**config.mk**
```make
export PLATFORM = sky130hd
export DESIGN_NAME = standard_array_coset_leader_builder
export DESIGN_NICKNAME = d
export VERILOG_FILES = /design/src/rtl/core/sclb_pkg.sv /design/src/rtl/core/sclb_ram.sv /design/src/rtl/core/standard_array_coset_leader_builder.sv
export VERILOG_INCLUDE_DIRS = /design/src /design/src/rtl/core
export SDC_FILE = /design/constraint.sdc
export NUM_CORES = 1
export LEC_CHECK = 0
export CELL_PAD_IN_SITES_DETAIL_PLACEMENT = 0
export CELL_PAD_IN_SITES_GLOBAL_PLACEMENT = 1
export CORE_ASPECT_RATIO = 1.2
export CORE_UTILIZATION = 35
export DETAILED_ROUTE_END_ITERATION = 6
export DONT_BUFFER_PORTS = 1
export GPL_TIMING_DRIVEN = 0
export PLACE_DENSITY = 0.64
export SETUP_SLACK_MARGIN = 0.05
export SLEW_MARGIN = 30
export SYNTH_ARGS = -nofsm -noshare
export SYNTH_HDL_FRONTEND = slang
export SYNTH_SLANG_ARGS = --single-unit
```
**constraint.sdc**
```tcl
create_clock -name clk -period 22.9 [get_ports clk]
set_clock_uncertainty 0.05 [all_clocks]
set_input_delay 4.58 -clock clk [delete_from_list [all_inputs] [get_ports clk]]
set_output_delay 4.58 -clock clk [all_outputs]
set_load 0.02 [all_outputs]
```
**src/rtl/core/standard_array_coset_leader_builder_defines.svh**
```systemverilog
// Assertion macros shared by the coset leader builder RTL.
// Each macro expects a clock named clk and an active-low reset named rst_n in scope.
`ifndef STANDARD_ARRAY_COSET_LEADER_BUILDER_DEFINES_SVH
`define STANDARD_ARRAY_COSET_LEADER_BUILDER_DEFINES_SVH

// Same-cycle implication, checked outside reset
`define SCLB_ASSERT_NOW(label, ante, cons, msg) \
    label: assert property (@(posedge clk) disable iff (!rst_n) (ante) |-> (cons)) \
        else $error(msg);

// Next-cycle implication, checked outside reset
`define SCLB_ASSERT_NEXT(label, ante, cons, msg) \
    label: assert property (@(posedge clk) disable iff (!rst_n) (ante) |=> (cons)) \
        else $error(msg);

`endif

```
**src/rtl/core/sclb_pkg.sv**
```systemverilog
package sclb_pkg;

    // Code geometry
    localparam int CODE_LENGTH    = 7;
    localparam int MESSAGE_LENGTH = 3;
    localparam int CHECK_LENGTH   = CODE_LENGTH - MESSAGE_LENGTH;

    localparam int VEC_W      = CODE_LENGTH;
    localparam int NUM_VEC    = 1 << VEC_W;
    localparam int MSG_W      = MESSAGE_LENGTH;
    localparam int ROW_W      = CHECK_LENGTH;
    localparam int SYN_W      = CHECK_LENGTH;
    localparam int GEN_W      = CODE_LENGTH * MESSAGE_LENGTH;
    localparam int CHK_W      = CHECK_LENGTH * CODE_LENGTH;
    localparam int CFG_W      = (GEN_W > CHK_W) ? GEN_W : CHK_W;
    localparam int HIST_DEPTH = CODE_LENGTH + 1;
    localparam int HIST_IDX_W = $clog2(HIST_DEPTH);
    localparam int HIST_CNT_W = MSG_W + 1;
    localparam int WT_W       = $clog2(CODE_LENGTH + 2);

    // Output field widths
    localparam int INDEX_W = 4;
    localparam int VALUE_W = 7;

    // Configuration register indexes and reset values
    localparam int CFG_IDX_W = 1;
    localparam logic [CFG_IDX_W-1:0] REG_GEN = 1'd0;
    localparam logic [CFG_IDX_W-1:0] REG_CHK = 1'd1;
    localparam logic [GEN_W-1:0] GEN_RESET = 21'd1122030;
    localparam logic [CHK_W-1:0] CHK_RESET = 28'd252520801;

    // Result kinds
    localparam logic KIND_ROW  = 1'b0;
    localparam logic KIND_HIST = 1'b1;

    // Microprogram
    localparam int PC_W = 4;

    typedef enum logic [7:0] {
        ACT_NONE      = 8'b0000_0001,
        ACT_WAIT      = 8'b0000_0010,
        ACT_CLEAR     = 8'b0000_0100,
        ACT_ROW_INIT  = 8'b0000_1000,
        ACT_SCAN      = 8'b0001_0000,
        ACT_MARK      = 8'b0010_0000,
        ACT_EMIT_ROW  = 8'b0100_0000,
        ACT_EMIT_HIST = 8'b1000_0000
    } act_t;

    typedef enum logic [1:0] {
        CNT_HOLD,
        CNT_INC,
        CNT_CLR
    } cnt_op_t;

    typedef enum logic [2:0] {
        COND_NEVER,
        COND_ALWAYS,
        COND_NO_GO,
        COND_CNT_MORE,
        COND_MSG_MORE,
        COND_ROW_ZERO,
        COND_ROW_MORE,
        COND_WT_MORE
    } cond_t;

    typedef struct packed {
        act_t            act;
        cnt_op_t         cnt_op;
        cond_t           cond;
        logic [PC_W-1:0] target;
    } ctrl_word_t;

    localparam logic [PC_W-1:0] STEP_IDLE      = 4'd0;
    localparam logic [PC_W-1:0] STEP_CLEAR     = 4'd1;
    localparam logic [PC_W-1:0] STEP_ROW       = 4'd2;
    localparam logic [PC_W-1:0] STEP_SCAN      = 4'd3;
    localparam logic [PC_W-1:0] STEP_DRAIN     = 4'd4;
    localparam logic [PC_W-1:0] STEP_MARK      = 4'd5;
    localparam logic [PC_W-1:0] STEP_EMIT_ROW  = 4'd6;
    localparam logic [PC_W-1:0] STEP_EMIT_HIST = 4'd7;
    localparam logic [PC_W-1:0] STEP_DONE      = 4'd8;

    // Control store: taken jump goes to target, otherwise fall through
    function automatic ctrl_word_t program_rom(input logic [PC_W-1:0] pc);
        ctrl_word_t w;
        w = '{act: ACT_NONE, cnt_op: CNT_HOLD, cond: COND_ALWAYS, target: STEP_IDLE};
        unique case (pc)
            STEP_IDLE:      w = '{ACT_WAIT,      CNT_CLR, COND_NO_GO,    STEP_IDLE};
            STEP_CLEAR:     w = '{ACT_CLEAR,     CNT_INC, COND_CNT_MORE, STEP_CLEAR};
            STEP_ROW:       w = '{ACT_ROW_INIT,  CNT_CLR, COND_ROW_ZERO, STEP_MARK};
            STEP_SCAN:      w = '{ACT_SCAN,      CNT_INC, COND_CNT_MORE, STEP_SCAN};
            STEP_DRAIN:     w = '{ACT_NONE,      CNT_CLR, COND_NEVER,    STEP_IDLE};
            STEP_MARK:      w = '{ACT_MARK,      CNT_INC, COND_MSG_MORE, STEP_MARK};
            STEP_EMIT_ROW:  w = '{ACT_EMIT_ROW,  CNT_CLR, COND_ROW_MORE, STEP_ROW};
            STEP_EMIT_HIST: w = '{ACT_EMIT_HIST, CNT_INC, COND_WT_MORE,  STEP_EMIT_HIST};
            STEP_DONE:      w = '{ACT_NONE,      CNT_CLR, COND_ALWAYS,   STEP_IDLE};
            default:        w = '{ACT_NONE,      CNT_CLR, COND_ALWAYS,   STEP_IDLE};
        endcase
        return w;
    endfunction

    // Hamming weight of a code vector
    function automatic logic [WT_W-1:0] weight_of(input logic [VEC_W-1:0] v);
        logic [WT_W-1:0] w;
        w = '0;
        for (int j = 0; j < VEC_W; j++) begin
            w = w + WT_W'(v[j]);
        end
        return w;
    endfunction

    // Codeword of a message: bit r is parity of G row r against the message
    function automatic logic [VEC_W-1:0] encode(input logic [GEN_W-1:0] g,
                                                input logic [MSG_W-1:0] msg);
        logic [VEC_W-1:0] cw;
        for (int r = 0; r < VEC_W; r++) begin
            cw[r] = ^(g[r*MSG_W +: MSG_W] & msg);
        end
        return cw;
    endfunction

    // Syndrome: bit r is parity of H row r against the vector
    function automatic logic [SYN_W-1:0] syndrome_of(input logic [CHK_W-1:0] h,
                                                     input logic [VEC_W-1:0] e);
        logic [SYN_W-1:0] s;
        for (int r = 0; r < SYN_W; r++) begin
            s[r] = ^(h[r*VEC_W +: VEC_W] & e);
        end
        return s;
    endfunction

endpackage

```
**src/rtl/core/sclb_ram.sv**
```systemverilog
module sclb_ram #(
    parameter int WIDTH = 1,
    parameter int DEPTH = 128
) (
    input  logic                     clk,
    input  logic                     we,
    input  logic [$clog2(DEPTH)-1:0] waddr,
    input  logic [WIDTH-1:0]         wdata,
    input  logic [$clog2(DEPTH)-1:0] raddr,
    output logic [WIDTH-1:0]         rdata
);

    logic [WIDTH-1:0] mem_reg [DEPTH];
    logic [WIDTH-1:0] rdata_reg;

    // Write port and registered read port
    always_ff @(posedge clk)
    begin
        if (we)
        begin
            mem_reg[waddr] <= wdata;
        end
        rdata_reg <= mem_reg[raddr];
    end

    assign rdata = rdata_reg;

endmodule

```
**src/rtl/core/standard_array_coset_leader_builder.sv**
```systemverilog
// Channel   Handshake              Payload
// in        in_valid / in_ready    go
// out       out_valid / out_ready  kind, index, value, syndrome, last
// cfg       cfg_we (no wait)       cfg_index, cfg_data
//
// A go item first clears the 128-entry used map, then for each row after row 0 runs a
// 128-entry scan of the used-map RAM (one read a cycle) and marks 8 coset members;
// row 0 only marks its members. The weight entries are emitted last.
// The used-map RAM port and the step counter of the microprogram pace this sequence.
// Reset puts the sequencer at its idle step and restores the matrix registers.
// A held output item stalls the program at its emit step; go low is taken and dropped.
`include "standard_array_coset_leader_builder_defines.svh"

module standard_array_coset_leader_builder (
    input  logic                                  clk,
    input  logic                                  rst_n,
    input  logic                                  in_valid,
    output logic                                  in_ready,
    input  logic                                  go,
    output logic                                  out_valid,
    input  logic                                  out_ready,
    output logic                                  kind,
    output logic [sclb_pkg::INDEX_W-1:0]          index,
    output logic [sclb_pkg::VALUE_W-1:0]          value,
    output logic [sclb_pkg::SYN_W-1:0]            syndrome,
    output logic                                  last,
    input  logic                                  cfg_we,
    input  logic [sclb_pkg::CFG_IDX_W-1:0]        cfg_index,
    input  logic [sclb_pkg::CFG_W-1:0]            cfg_data
);

    // Configuration
    logic [sclb_pkg::GEN_W-1:0] gen_reg;
    logic [sclb_pkg::CHK_W-1:0] chk_reg;

    // Sequencer and datapath state
    logic [sclb_pkg::PC_W-1:0]       pc_reg, pc_next;
    logic [sclb_pkg::VEC_W-1:0]      cnt_reg, cnt_next;
    logic [sclb_pkg::ROW_W-1:0]      row_reg, row_next;
    logic [sclb_pkg::VEC_W-1:0]      leader_reg, leader_next;
    logic [sclb_pkg::WT_W-1:0]       best_wt_reg, best_wt_next;
    logic                            cmp_pend_reg, cmp_pend_next;
    logic [sclb_pkg::VEC_W-1:0]      scan_addr_reg, scan_addr_next;
    logic [sclb_pkg::HIST_CNT_W-1:0] hist_reg  [sclb_pkg::HIST_DEPTH];
    logic [sclb_pkg::HIST_CNT_W-1:0] hist_next [sclb_pkg::HIST_DEPTH];

    // Output register
    logic                         out_valid_reg, out_valid_next;
    logic                         kind_reg, kind_next;
    logic [sclb_pkg::INDEX_W-1:0] index_reg, index_next;
    logic [sclb_pkg::VALUE_W-1:0] value_reg, value_next;
    logic [sclb_pkg::SYN_W-1:0]   syndrome_reg, syndrome_next;
    logic                         last_reg, last_next;

    // Used-map RAM
    logic                       ram_we;
    logic [sclb_pkg::VEC_W-1:0] ram_waddr;
    logic                       ram_wdata;
    logic [sclb_pkg::VEC_W-1:0] ram_raddr;
    logic                       ram_rdata;

    sclb_pkg::ctrl_word_t          word;
    logic                          emitting;
    logic                          stall;
    logic                          cond_hit;
    logic [sclb_pkg::VEC_W-1:0]    cw;
    logic [sclb_pkg::WT_W-1:0]     cw_wt;
    logic [sclb_pkg::WT_W-1:0]     cand_wt;
    logic [sclb_pkg::HIST_IDX_W-1:0] cw_wt_idx;
    logic [sclb_pkg::HIST_IDX_W-1:0] hist_idx;

    sclb_ram #(
        .WIDTH (1),
        .DEPTH (sclb_pkg::NUM_VEC)
    ) u_used_map (
        .clk   (clk),
        .we    (ram_we),
        .waddr (ram_waddr),
        .wdata (ram_wdata),
        .raddr (ram_raddr),
        .rdata (ram_rdata)
    );

    // Decode current step
    always_comb
    begin
        word      = sclb_pkg::program_rom(pc_reg);
        emitting  = (word.act == sclb_pkg::ACT_EMIT_ROW) ||
                    (word.act == sclb_pkg::ACT_EMIT_HIST);
        stall     = emitting && out_valid_reg && !out_ready;
        cw        = sclb_pkg::encode(gen_reg, cnt_reg[sclb_pkg::MSG_W-1:0]);
        cw_wt     = sclb_pkg::weight_of(cw);
        cw_wt_idx = cw_wt[sclb_pkg::HIST_IDX_W-1:0];
        cand_wt   = sclb_pkg::weight_of(scan_addr_reg);
        hist_idx  = cnt_reg[sclb_pkg::HIST_IDX_W-1:0];
    end

    // Evaluate jump condition
    always_comb
    begin
        unique case (word.cond)
            sclb_pkg::COND_NEVER:    cond_hit = 1'b0;
            sclb_pkg::COND_ALWAYS:   cond_hit = 1'b1;
            sclb_pkg::COND_NO_GO:    cond_hit = !(in_valid && go);
            sclb_pkg::COND_CNT_MORE: cond_hit = (cnt_reg != '1);
            sclb_pkg::COND_MSG_MORE: cond_hit = (cnt_reg[sclb_pkg::MSG_W-1:0] != '1);
            sclb_pkg::COND_ROW_ZERO: cond_hit = (row_reg == '0);
            sclb_pkg::COND_ROW_MORE: cond_hit = (row_reg != '1);
            sclb_pkg::COND_WT_MORE:
                cond_hit = (hist_idx != sclb_pkg::HIST_IDX_W'(sclb_pkg::CODE_LENGTH));
            default:                 cond_hit = 1'b0;
        endcase
    end

    assign in_ready = (word.act == sclb_pkg::ACT_WAIT);

    // Datapath next state
    always_comb
    begin
        pc_next        = pc_reg;
        cnt_next       = cnt_reg;
        row_next       = row_reg;
        leader_next    = leader_reg;
        best_wt_next   = best_wt_reg;
        cmp_pend_next  = 1'b0;
        scan_addr_next = cnt_reg;
        hist_next      = hist_reg;
        out_valid_next = out_valid_reg && !out_ready;
        kind_next      = kind_reg;
        index_next     = index_reg;
        value_next     = value_reg;
        syndrome_next  = syndrome_reg;
        last_next      = last_reg;
        ram_we         = 1'b0;
        ram_waddr      = cnt_reg;
        ram_wdata      = 1'b0;
        ram_raddr      = cnt_reg;

        // Keep the lightest unused vector from the previous read
        if (cmp_pend_reg && !ram_rdata && (cand_wt < best_wt_reg))
        begin
            best_wt_next = cand_wt;
            leader_next  = scan_addr_reg;
        end

        if (!stall)
        begin
            pc_next = cond_hit ? word.target : pc_reg + 1'b1;

            unique case (word.cnt_op)
                sclb_pkg::CNT_HOLD: cnt_next = cnt_reg;
                sclb_pkg::CNT_INC:  cnt_next = cnt_reg + 1'b1;
                sclb_pkg::CNT_CLR:  cnt_next = '0;
                default:            cnt_next = '0;
            endcase

            unique case (word.act)
                sclb_pkg::ACT_WAIT:
                begin
                    row_next = '0;
                end
                sclb_pkg::ACT_CLEAR:
                begin
                    ram_we = 1'b1;
                    for (int i = 0; i < sclb_pkg::HIST_DEPTH; i++)
                    begin
                        hist_next[i] = '0;
                    end
                end
                sclb_pkg::ACT_ROW_INIT:
                begin
                    leader_next  = '0;
                    best_wt_next = sclb_pkg::WT_W'(sclb_pkg::CODE_LENGTH + 1);
                end
                sclb_pkg::ACT_SCAN:
                begin
                    cmp_pend_next = 1'b1;
                end
                sclb_pkg::ACT_MARK:
                begin
                    ram_we    = 1'b1;
                    ram_waddr = cw ^ leader_reg;
                    ram_wdata = 1'b1;
                    if (row_reg == '0)
                    begin
                        hist_next[cw_wt_idx] = hist_reg[cw_wt_idx] + 1'b1;
                    end
                end
                sclb_pkg::ACT_EMIT_ROW:
                begin
                    out_valid_next = 1'b1;
                    kind_next      = sclb_pkg::KIND_ROW;
                    index_next     = sclb_pkg::INDEX_W'(row_reg);
                    value_next     = sclb_pkg::VALUE_W'(leader_reg);
                    syndrome_next  = sclb_pkg::syndrome_of(chk_reg, leader_reg);
                    last_next      = 1'b0;
                    row_next       = row_reg + 1'b1;
                end
                sclb_pkg::ACT_EMIT_HIST:
                begin
                    out_valid_next = 1'b1;
                    kind_next      = sclb_pkg::KIND_HIST;
                    index_next     = sclb_pkg::INDEX_W'(hist_idx);
                    value_next     = sclb_pkg::VALUE_W'(hist_reg[hist_idx]);
                    syndrome_next  = '0;
                    last_next      = !cond_hit;
                end
                sclb_pkg::ACT_NONE:
                begin
                    row_next = row_reg;
                end
                default:
                begin
                    row_next = row_reg;
                end
            endcase
        end
    end

    // Control registers
    always_ff @(posedge clk or negedge rst_n)
    begin
        if (!rst_n)
        begin
            pc_reg        <= sclb_pkg::STEP_IDLE;
            cnt_reg       <= '0;
            row_reg       <= '0;
            cmp_pend_reg  <= 1'b0;
            out_valid_reg <= 1'b0;
            gen_reg       <= sclb_pkg::GEN_RESET;
            chk_reg       <= sclb_pkg::CHK_RESET;
        end
        else
        begin
            pc_reg        <= pc_next;
            cnt_reg       <= cnt_next;
            row_reg       <= row_next;
            cmp_pend_reg  <= cmp_pend_next;
            out_valid_reg <= out_valid_next;
            if (cfg_we)
            begin
                unique case (cfg_index)
                    sclb_pkg::REG_GEN: gen_reg <= cfg_data[sclb_pkg::GEN_W-1:0];
                    sclb_pkg::REG_CHK: chk_reg <= cfg_data[sclb_pkg::CHK_W-1:0];
                    default:           gen_reg <= gen_reg;
                endcase
            end
        end
    end

    // Payload registers
    always_ff @(posedge clk)
    begin
        leader_reg    <= leader_next;
        best_wt_reg   <= best_wt_next;
        scan_addr_reg <= scan_addr_next;
        hist_reg      <= hist_next;
        kind_reg      <= kind_next;
        index_reg     <= index_next;
        value_reg     <= value_next;
        syndrome_reg  <= syndrome_next;
        last_reg      <= last_next;
    end

    assign out_valid = out_valid_reg;
    assign kind      = kind_reg;
    assign index     = index_reg;
    assign value     = value_reg;
    assign syndrome  = syndrome_reg;
    assign last      = last_reg;

    // Checks
    `SCLB_ASSERT_NOW(a_last_on_top_weight, out_valid && last,
        (kind == sclb_pkg::KIND_HIST) &&
        (index == sclb_pkg::INDEX_W'(sclb_pkg::CODE_LENGTH)),
        "last flag outside the final weight entry")
    `SCLB_ASSERT_NEXT(a_stall_holds_step, stall, pc_reg == $past(pc_reg),
        "program advanced while output item was held")
    `SCLB_ASSERT_NOW(a_row0_zero_leader,
        out_valid && (kind == sclb_pkg::KIND_ROW) && (index == '0),
        (value == '0) && (syndrome == '0),
        "row 0 leader is not the zero vector")
    `SCLB_ASSERT_NOW(a_ram_single_use, ram_we, !cmp_pend_next,
        "used map written during a scan read")

endmodule

```
==> results of run 1 <==
==> worst min-delay path by stage <==
stage,cells past startpoint,start,endpoint
after floorplan,0,cnt_reg[3]$_DFFE_PN0P_,scan_addr_reg[3]$_DFF_P_
after global placement,0,cnt_reg[0]$_DFFE_PN0P_,scan_addr_reg[0]$_DFF_P_
after detailed placement,0,cnt_reg[0]$_DFFE_PN0P_,scan_addr_reg[0]$_DFF_P_
after CTS,0,cnt_reg[0]$_DFFE_PN0P_,scan_addr_reg[0]$_DFF_P_
after global routing,0,cnt_reg[0]$_DFFE_PN0P_,scan_addr_reg[0]$_DFF_P_
final,0,cnt_reg[0]$_DFFE_PN0P_,scan_addr_reg[0]$_DFF_P_
==> through the flow <==
| stage | utilization | instances | worst slack, ns | hold slack, ns | area (µm²) |
|---|---|---|---|---|---|
| 2_1_floorplan | - | 1075 | 15.51 | 0.3152 | 13100 |
| 3_3_place_gp | 0.3710 | 1549 | 12.30 | 0.3725 | 13690 |
| 3_5_place_dp | 0.3735 | 1558 | 16.37 | 0.3815 | 13780 |
| 4_1_cts | 0.3978 | 1612 | 15.76 | 0.3830 | 14680 |
| 5_1_grt | 0.3979 | 1612 | 15.56 | 0.3777 | 14680 |
| 6_report | 0.3979 | 1612 | 15.77 | 0.3818 | 14680 |
==> layer usage <==
metal	track usage	part of all wire	up-vias
met3	0.02097	0.039	43
met1	0.2256	0.44	4196
met4	0.05508	0.026	0
li1	-	-	4006
met2	0.2873	0.50	177
met5	0	0	-
==> cell families after synthesis <==
| family | synth area share |
|---|---|
| flops | 0.5634 |
| xor+xnor | 0.04251 |
| buf+inv | 0.02627 |
| mux | 0.1507 |
| compound gates | 0.05780 |
| fa+ha+maj | 0.02465 |
| simple gates | 0.1347 |
==> cell type report <==
cell class | instances | share of cell area
timing repair buffer | 9 | 0.005198
sequential | 262 | 0.5025
buffer | 57 | 0.01696
clock inverter | 1 | 0.001363
tap | 474 | 0.04039
inverter | 27 | 0.006902
multi-input combinational | 729 | 0.3670
clock buffer | 53 | 0.05965
==> placed cells by master (no fill, tap or decap), drive strengths merged, types with 5 or more instances in the layout <==
cell type	netlist	routed
nand3	40	40
mux2	61	61
dfstp	25	25
nor2	171	171
dfrtp	41	41
nor2b	8	8
mux4	30	30
nor3b	8	8
a22oi	8	8
mux2i	61	61
o31ai	5	5
nor3	24	24
fa	8	8
edfxtp	177	177
o21ai	36	36
clkbuf	35	88
a211oi	13	13
ha	13	13
inv	27	28
xnor2	34	34
nand2	96	96
and2	5	5
xor2	11	11
a21oi	18	18
nand2b	12	12
buf	22	31
dfxtp	19	19
==> worst max-delay path, stage by stage (launching register included) <==
cell and delay, ns:
dfrtp_1 0.45, ha_1 0.31, ha_1 0.32, nor4_1 0.35
nand3_1 0.24, inv_1 0.24
==> out/results.ini, run 1 <==
[status]
status=finished clean

[drt]
wl_per_cell_um=19.76
drtIter0Drc=548
dr.pass1.iters=5
wirelength_mm=31.85
num_vias=8422
via_per_inst=5.225
ant_nets=0
drc=0

[floorplanning]
core_um2=36900
io_pins=54
start_util=0.3549
die-area_um2=38200
die_w_um=178.6
rows=77
die_h_um=213.9

[layout]
area_growth_pct=12.11
register_area_um2=7378
diodes=0
final_nets=1171
final_layout_size_suffix_gt1_frac=0.1678
multi_input_area_um2=5389
fillCellCount=3547
largest_register_ffs=128

[critical_path]
cp-startpoint=pc_reg[0]$_DFFE_PN0P_
path_max_fanout=8
r2r_start=cnt_reg[0]$_DFFE_PN0P_
critPathCapture=in_ready
crit_arrival_ns=2.50
worst-setup-path-type=register to output pin
start_kind=register
required_ns=18.27
end_kind=output pin
r2r_slack_ns=16.77
r2r_cells=17
r2r-end=hist_reg[6]$_SDFFCE_PN0P_

[yosys]
synth_edf_count=177
yosys-top-cells-area=edfxtp_1 41%, dfrtp_1 7.8%, mux2_2 5.2%, mux4_2 5.2%, dfstp_2 5.0%
synthesis.nets=1131
ys_types=70
yosysTopAreaCell=edfxtp_1
syn_inst=1075
ys_ff_latch=262
synth_area_per_cell_um2=12.18
yosysSeqAreaShare=0.5634
yosysWarnings=0
synthTopCellsByCount=177 x edfxtp_1, 171 x nor2_1, 96 x nand2_1
async_flop_share=0.2519
synth_area_um2=13100
synth_top_area_frac=0.4058
synth_most_common_cell=edfxtp_1
ys.flop_type=edfxtp_1

[sta]
rsz0062_at_grt=false
fmax_mhz=140.3
slew_violations=0
setup_viol=0
post-route-period-util=0.3112
finalSetupTns_ns=0
finalHoldViolations=0
worst_slew_pin_slew_ns=0.9060
fin_crit_ns=7.126
slew_headroom=0.3914

[global_routing]
grt_start_max_net_pins=100
grt_usage=0.1705
antenna_found_initial=0
grt_pass1_vias=8472
grt-ovfl-total=0
grt_pass1_wl_mm=49.67

[cts]
clock_path_buffers=3
cts_resized=0
cts_tree=built
clock_latency_ns=0.57
post-cts-setup-buffers=0
numCtsBuffers=29
cts_hold_buf=0
cts_sinks=262
cts_max_level=1
cts_root_buf=clkbuf_16
clk_pin_slew_ns=0.06

[placement]
gp_congestion=0.8152
placement.io_buffers=0
dp_hpwl_mm=22.24

[run]
maxCapViolCount=0

[hold_path]
hp-class=register to register

Power of run 1 is left out: the tool's default activity adds up to more than one toggle a clock period on the data nets, which glitch-free logic cannot reach.
==> run 2, diff against run 1 <==
==> constraint.sdc (replaced) <==
create_clock -name clk -period 6.8 [get_ports clk]
set_clock_uncertainty 0.05 [all_clocks]
set_input_delay 1.36 -clock clk [delete_from_list [all_inputs] [get_ports clk]]
set_output_delay 1.36 -clock clk [all_outputs]
set_load 0.02 [all_outputs]
==> run 2 against run 1 <==
Utilization grew 0.064 points. Non-clock buffer count stayed put. Sequential share of layout area shrank 0.081 points. Setup slack worse by 15 ns. Final area increased by 0.16%. Wire length up 0.28%. Die area unchanged. Worst hold slack better by 0.0052 ns. Count of clock-buffer cells in the layout down 9. Critical path type is now register to register. Critical endpoint is now hist_reg[6]$_SDFFCE_PN0P_.
==> out/results.ini, run 2 (synthesis results as in run 1) <==
[status]
status=finished clean

[critical_path]
crit_path_max_incr_delay_ns=0.67  ; +0.22 ns
path_max_fanout=10  ; +2
path_buf_inv=5  ; +4
required_ns=7.02  ; -11.25 ns
worstPathCellList=clkbuf_1, buf_2, nand2_1, xnor3_1, inv_1, fa_1, fa_1, fa_1, fa_1, clkbuf_1, nand2_1, o221ai_1, a22o_1, inv_1, ha_1, xor2_1, a211oi_1
worst-setup-path-type=register to register
cp_top_family=adder cells
start_kind=register
end_kind=register
cpMaxStageDelayCell=fa_1
critPathMostFrequentCell=fa_1
crit_arrival_ns=6.33  ; +3.83 ns

[global_routing]
grt_pass1_vias=8561  ; +1.1%
antenna_found_initial=0  ; unchanged
grt-ovfl-total=0  ; unchanged
grt_pass1_wl_mm=50.27  ; +1.2%
grt_usage=0.1723  ; +0.001799
grt_start_max_net_pins=100  ; unchanged

[layout]
diodes=0  ; unchanged
layout_common_cells=177 x edfxtp_1, 171 x nor2_1, 96 x nand2_1, 61 x mux2i_1, 60 x mux2_2
layout_commonest_cell=edfxtp_1
final_layout_size_suffix_gt1_frac=0.1719  ; +0.004092
final_nets=1172  ; +0.085%
fin_area_um2=14710  ; +0.16%
area_growth_pct=12.30
largest_register_ffs=128  ; unchanged

[cts]
cts_max_level=1  ; unchanged
numCtsBuffers=30  ; +3.4%
clock_path_buffers=3  ; unchanged
cts_tree=built
cts_root_buf=clkbuf_16
clk_pin_slew_ns=0.06  ; about the same
clock_latency_ns=0.57  ; about the same
cts_sinks=262  ; unchanged
post-cts-setup-buffers=0  ; unchanged
cts_resized=0  ; unchanged
cts_hold_buf=0  ; unchanged

[drt]
wirelength_mm=31.94  ; +0.28%
drc=0  ; unchanged
wl_per_cell_um=19.79  ; +0.16%
num_vias=8422  ; unchanged
via_per_inst=5.218  ; -0.12%
ant_nets=0  ; unchanged
drtIter0Drc=537  ; -2.0%
dr.pass1.iters=5  ; unchanged

[sta]
fin_crit_ns=6.116
setup_viol=0  ; unchanged
post-route-period-util=0.8994
worst_slew_pin_slew_ns=0.8568  ; -0.04914 ns
finalHoldViolations=0  ; unchanged
fmax_mhz=163.5
rsz0062_at_grt=false
timing.hold.ws_ns=0.3870  ; +0.005158 ns
slew_headroom=0.4244  ; +0.03301
slew_violations=0  ; unchanged

[floorplanning]
die-area_um2=38200  ; unchanged
core_um2=36900  ; unchanged
die_w_um=178.6  ; unchanged
die_h_um=213.9  ; unchanged
io_pins=54  ; unchanged
rows=77  ; unchanged
start_util=0.3549  ; unchanged

[placement]
place_area_um2=13780  ; about the same
gp_congestion=0.8038  ; -1.4%
dp_hpwl_mm=22.37  ; +0.59%
placement.io_buffers=0  ; unchanged

[hold_path]
hp-class=register to register

[run]
maxCapViolCount=0  ; unchanged

run 2: final timing paths:
path / depth (start not counted) / start / end / slack (ns)
setup reg to reg: 17 / cnt_reg[0]$_DFFE_PN0P_ / hist_reg[6]$_SDFFCE_PN0P_ / 0.68
hold reg to reg: 0 / cnt_reg[0]$_DFFE_PN0P_ / scan_addr_reg[0]$_DFF_P_ / 0.39
min in group asynchronous: 0 / rst_n / chk_reg[22]$_DFFE_PN0P_ / 0.44
hold / removal: 0 / cnt_reg[0]$_DFFE_PN0P_ / scan_addr_reg[0]$_DFF_P_ / 0.39
setup / recovery: 17 / cnt_reg[0]$_DFFE_PN0P_ / hist_reg[6]$_SDFFCE_PN0P_ / 0.68
max in group asynchronous: 0 / rst_n / gen_reg[1]$_DFFE_PN1P_ / 6.06
run 2: layer usage:
layer  part of all wire  global-route usage  wire length (µm)
met2               0.49              0.2857             15750
met4              0.024             0.05593               771
met5                  0                   0                 0
met1               0.44              0.2315             14130
met3              0.040             0.02221              1290
run 2: layout make-up:
class                           count  area (µm²)
Sequential cell                   262        7378
Clock inverter                     12       98.84
Fill cell                        3571       22190
Clock buffer                       44       823.3
Inverter                           27       101.3
Buffer                             57       249.0
Multi-Input combinational cell    729        5389
Timing Repair Buffer                9       73.82
Tap cell                          474       593.1
run 2: stage by stage:
stage,worst slack (ns),setup TNS [ns],cells,util
6_report,0.6843,0,1614,0.3986
5_1_grt,0.3311,0,1614,0.3986
4_1_cts,0.6917,0,1614,0.3984
3_5_place_dp,0.6993,0,1558,0.3734
3_3_place_gp,-1.119,-35.76,1549,0.3710
2_1_floorplan,0.9880,0,1075,-
Power of run 2 is left out for the same reason.
==> run 3, diff against run 2 <==
--- a/config.mk
+++ b/config.mk
@@ -13,7 +13,7 @@
 export DETAILED_ROUTE_END_ITERATION = 6
 export DONT_BUFFER_PORTS = 1
 export GPL_TIMING_DRIVEN = 0
-export PLACE_DENSITY = 0.64
+export PLACE_DENSITY_LB_ADDON = 0.1
 export SETUP_SLACK_MARGIN = 0.05
 export SLEW_MARGIN = 30
 export SYNTH_ARGS = -nofsm -noshare
==> run 3 against run 2 <==
Sequential share of layout area down 0.56 points. Non-clock buffer count unchanged. Global-route usage up 1.0 points. Cell count stayed put. Utilization is 0.45 points higher. First-iteration DRC count is 14% lower. Critical path depth stayed put. Critical endpoint is now hist_reg[2]$_SDFFCE_PN0P_.
==> out/results.ini, run 3 (synthesis results as in run 1) <==
[global_routing]
grt_pass1_wl_mm=52.64  ; +4.7%
grt-ovfl-total=0  ; unchanged
antenna_found_initial=0  ; unchanged
grt_usage=0.1827  ; +0.01033
grt_pass1_vias=8622  ; +0.71%
grt_start_max_net_pins=74  ; -26%

[floorplanning]
io_pins=54  ; unchanged
die-area_um2=38200  ; unchanged
core_um2=36900  ; unchanged
die_w_um=178.6  ; unchanged
rows=77  ; unchanged
die_h_um=213.9  ; unchanged
start_util=0.3549  ; unchanged

[sta]
setup_viol=0  ; unchanged
finalSetupTns_ns=0  ; unchanged
slew_headroom=0.3490  ; -0.07541
worst_slew_pin_slew_ns=0.9691  ; +0.1123 ns
fin_crit_ns=6.101  ; -0.01489 ns
post-route-period-util=0.8972  ; -0.002189
finalHoldViolations=0  ; unchanged
slew_violations=0  ; unchanged
rsz0062_at_grt=false
fmax_mhz=163.9  ; +0.24%

[critical_path]
r2r_start=cnt_reg[0]$_DFFE_PN0P_
start_kind=register
r2r_cells=17  ; unchanged
cp-startpoint=cnt_reg[0]$_DFFE_PN0P_
path_max_fanout=10  ; unchanged
r2r_slack_ns=0.70  ; about the same
required_ns=7.03  ; about the same
crit_arrival_ns=6.33  ; about the same
r2r-end=hist_reg[2]$_SDFFCE_PN0P_
worst-setup-path-type=register to register
end_kind=register
critPathCapture=hist_reg[2]$_SDFFCE_PN0P_

[layout]
fin_util=0.4031  ; +0.004510
layout_commonest_cell=edfxtp_1
diodes=0  ; unchanged
largest_register_ffs=128  ; unchanged
fillCellCount=3626  ; +1.5%
final_nets=1172  ; unchanged
final_layout_size_suffix_gt1_frac=0.1789  ; +0.007018
layout_common_cells=177 x edfxtp_1, 171 x nor2_1, 96 x nand2_1, 61 x mux2i_1, 60 x mux2_2
final_cell_count_no_fill=1614  ; unchanged
area_growth_pct=13.57

[drt]
ant_nets=0  ; unchanged
via_per_inst=5.193  ; -0.47%
dr.pass1.iters=5  ; unchanged
wl_per_cell_um=21.05  ; +6.4%
drtIter0Drc=464  ; -14%
num_vias=8382  ; -0.47%
drc=0  ; unchanged
wirelength_mm=33.97  ; +6.4%

[cts]
post-cts-setup-buffers=0  ; unchanged
clock_path_buffers=3  ; unchanged
cts_hold_buf=0  ; unchanged
cts_resized=0  ; unchanged
cts_root_buf=clkbuf_16
cts_tree=built
cts_sinks=262  ; unchanged
cts_max_level=1  ; unchanged
numCtsBuffers=30  ; unchanged
clk_pin_slew_ns=0.06  ; about the same
clock_latency_ns=0.58  ; about the same

[placement]
placement.io_buffers=0  ; unchanged
gp_congestion=0.8289  ; +3.1%
placed_cells=1558  ; unchanged
dp_hpwl_mm=23.50  ; +5.0%

[run]
maxCapViolCount=0  ; unchanged

[status]
status=finished clean

[hold_path]
hp-class=register to register
hold_depth=0  ; unchanged

[run 3: worst min path at each step]
| stage | start | to | slack (ns) |
|---|---|---|---|
| final | cnt_reg[3]$_DFFE_PN0P_ | scan_addr_reg[3]$_DFF_P_ | 0.38 |
| after global routing | cnt_reg[0]$_DFFE_PN0P_ | scan_addr_reg[0]$_DFF_P_ | 0.39 |
| after CTS | cnt_reg[3]$_DFFE_PN0P_ | scan_addr_reg[3]$_DFF_P_ | 0.38 |
| after detailed placement | cnt_reg[0]$_DFFE_PN0P_ | scan_addr_reg[0]$_DFF_P_ | 0.37 |
| after global placement | cnt_reg[0]$_DFFE_PN0P_ | scan_addr_reg[0]$_DFF_P_ | 0.36 |
| after floorplan | cnt_reg[3]$_DFFE_PN0P_ | scan_addr_reg[3]$_DFF_P_ | 0.32 |
[run 3: metrics by stage]
stage	instance area (µm²)	hold WS [ns]	setup WS, ns
6_report	14870	0.3799	0.6992
5_1_grt	14870	0.3897	0.3379
4_1_cts	14870	0.3801	0.6281
3_5_place_dp	13780	0.3663	0.6283
3_3_place_gp	13690	0.3587	-1.428
2_1_floorplan	13100	0.3152	0.9880
[run 3: worst max-delay path: stages (launching register included)]
cell      delay [ns]
dfrtp_1         0.39
clkbuf_1        0.22
buf_2           0.40
nand2_1         0.11
xnor3_1         0.33
inv_1           0.08
fa_1            0.48
fa_1            0.52
fa_1            0.45
fa_1            0.65
clkbuf_1        0.40
nand2_1         0.25
o221ai_1        0.25
a22o_1          0.21
inv_1           0.06
ha_1            0.21
xor2_1          0.59
a211oi_1        0.16
[run 3: area by class of cell]
cell class / instances / area [µm²] / share of cell area
sequential: 262 / 7378 / 0.4961
inverter: 27 / 101.3 / 0.006814
multi-input combinational: 729 / 5389 / 0.3623
clock inverter: 17 / 282.8 / 0.01901
clock buffer: 39 / 804.5 / 0.05409
buffer: 57 / 250.2 / 0.01683
timing repair buffer: 9 / 73.82 / 0.004963
tap: 474 / 593.1 / 0.03988
[run 3: layer usage]
layer	part of all wire	vias up	track usage
met5	0	-	0
met2	0.49	153	0.3053
met3	0.031	39	0.02292
met1	0.46	4207	0.2485
met4	0.018	0	0.04689
li1	-	3983	-
Power of run 3 is left out for the same reason.
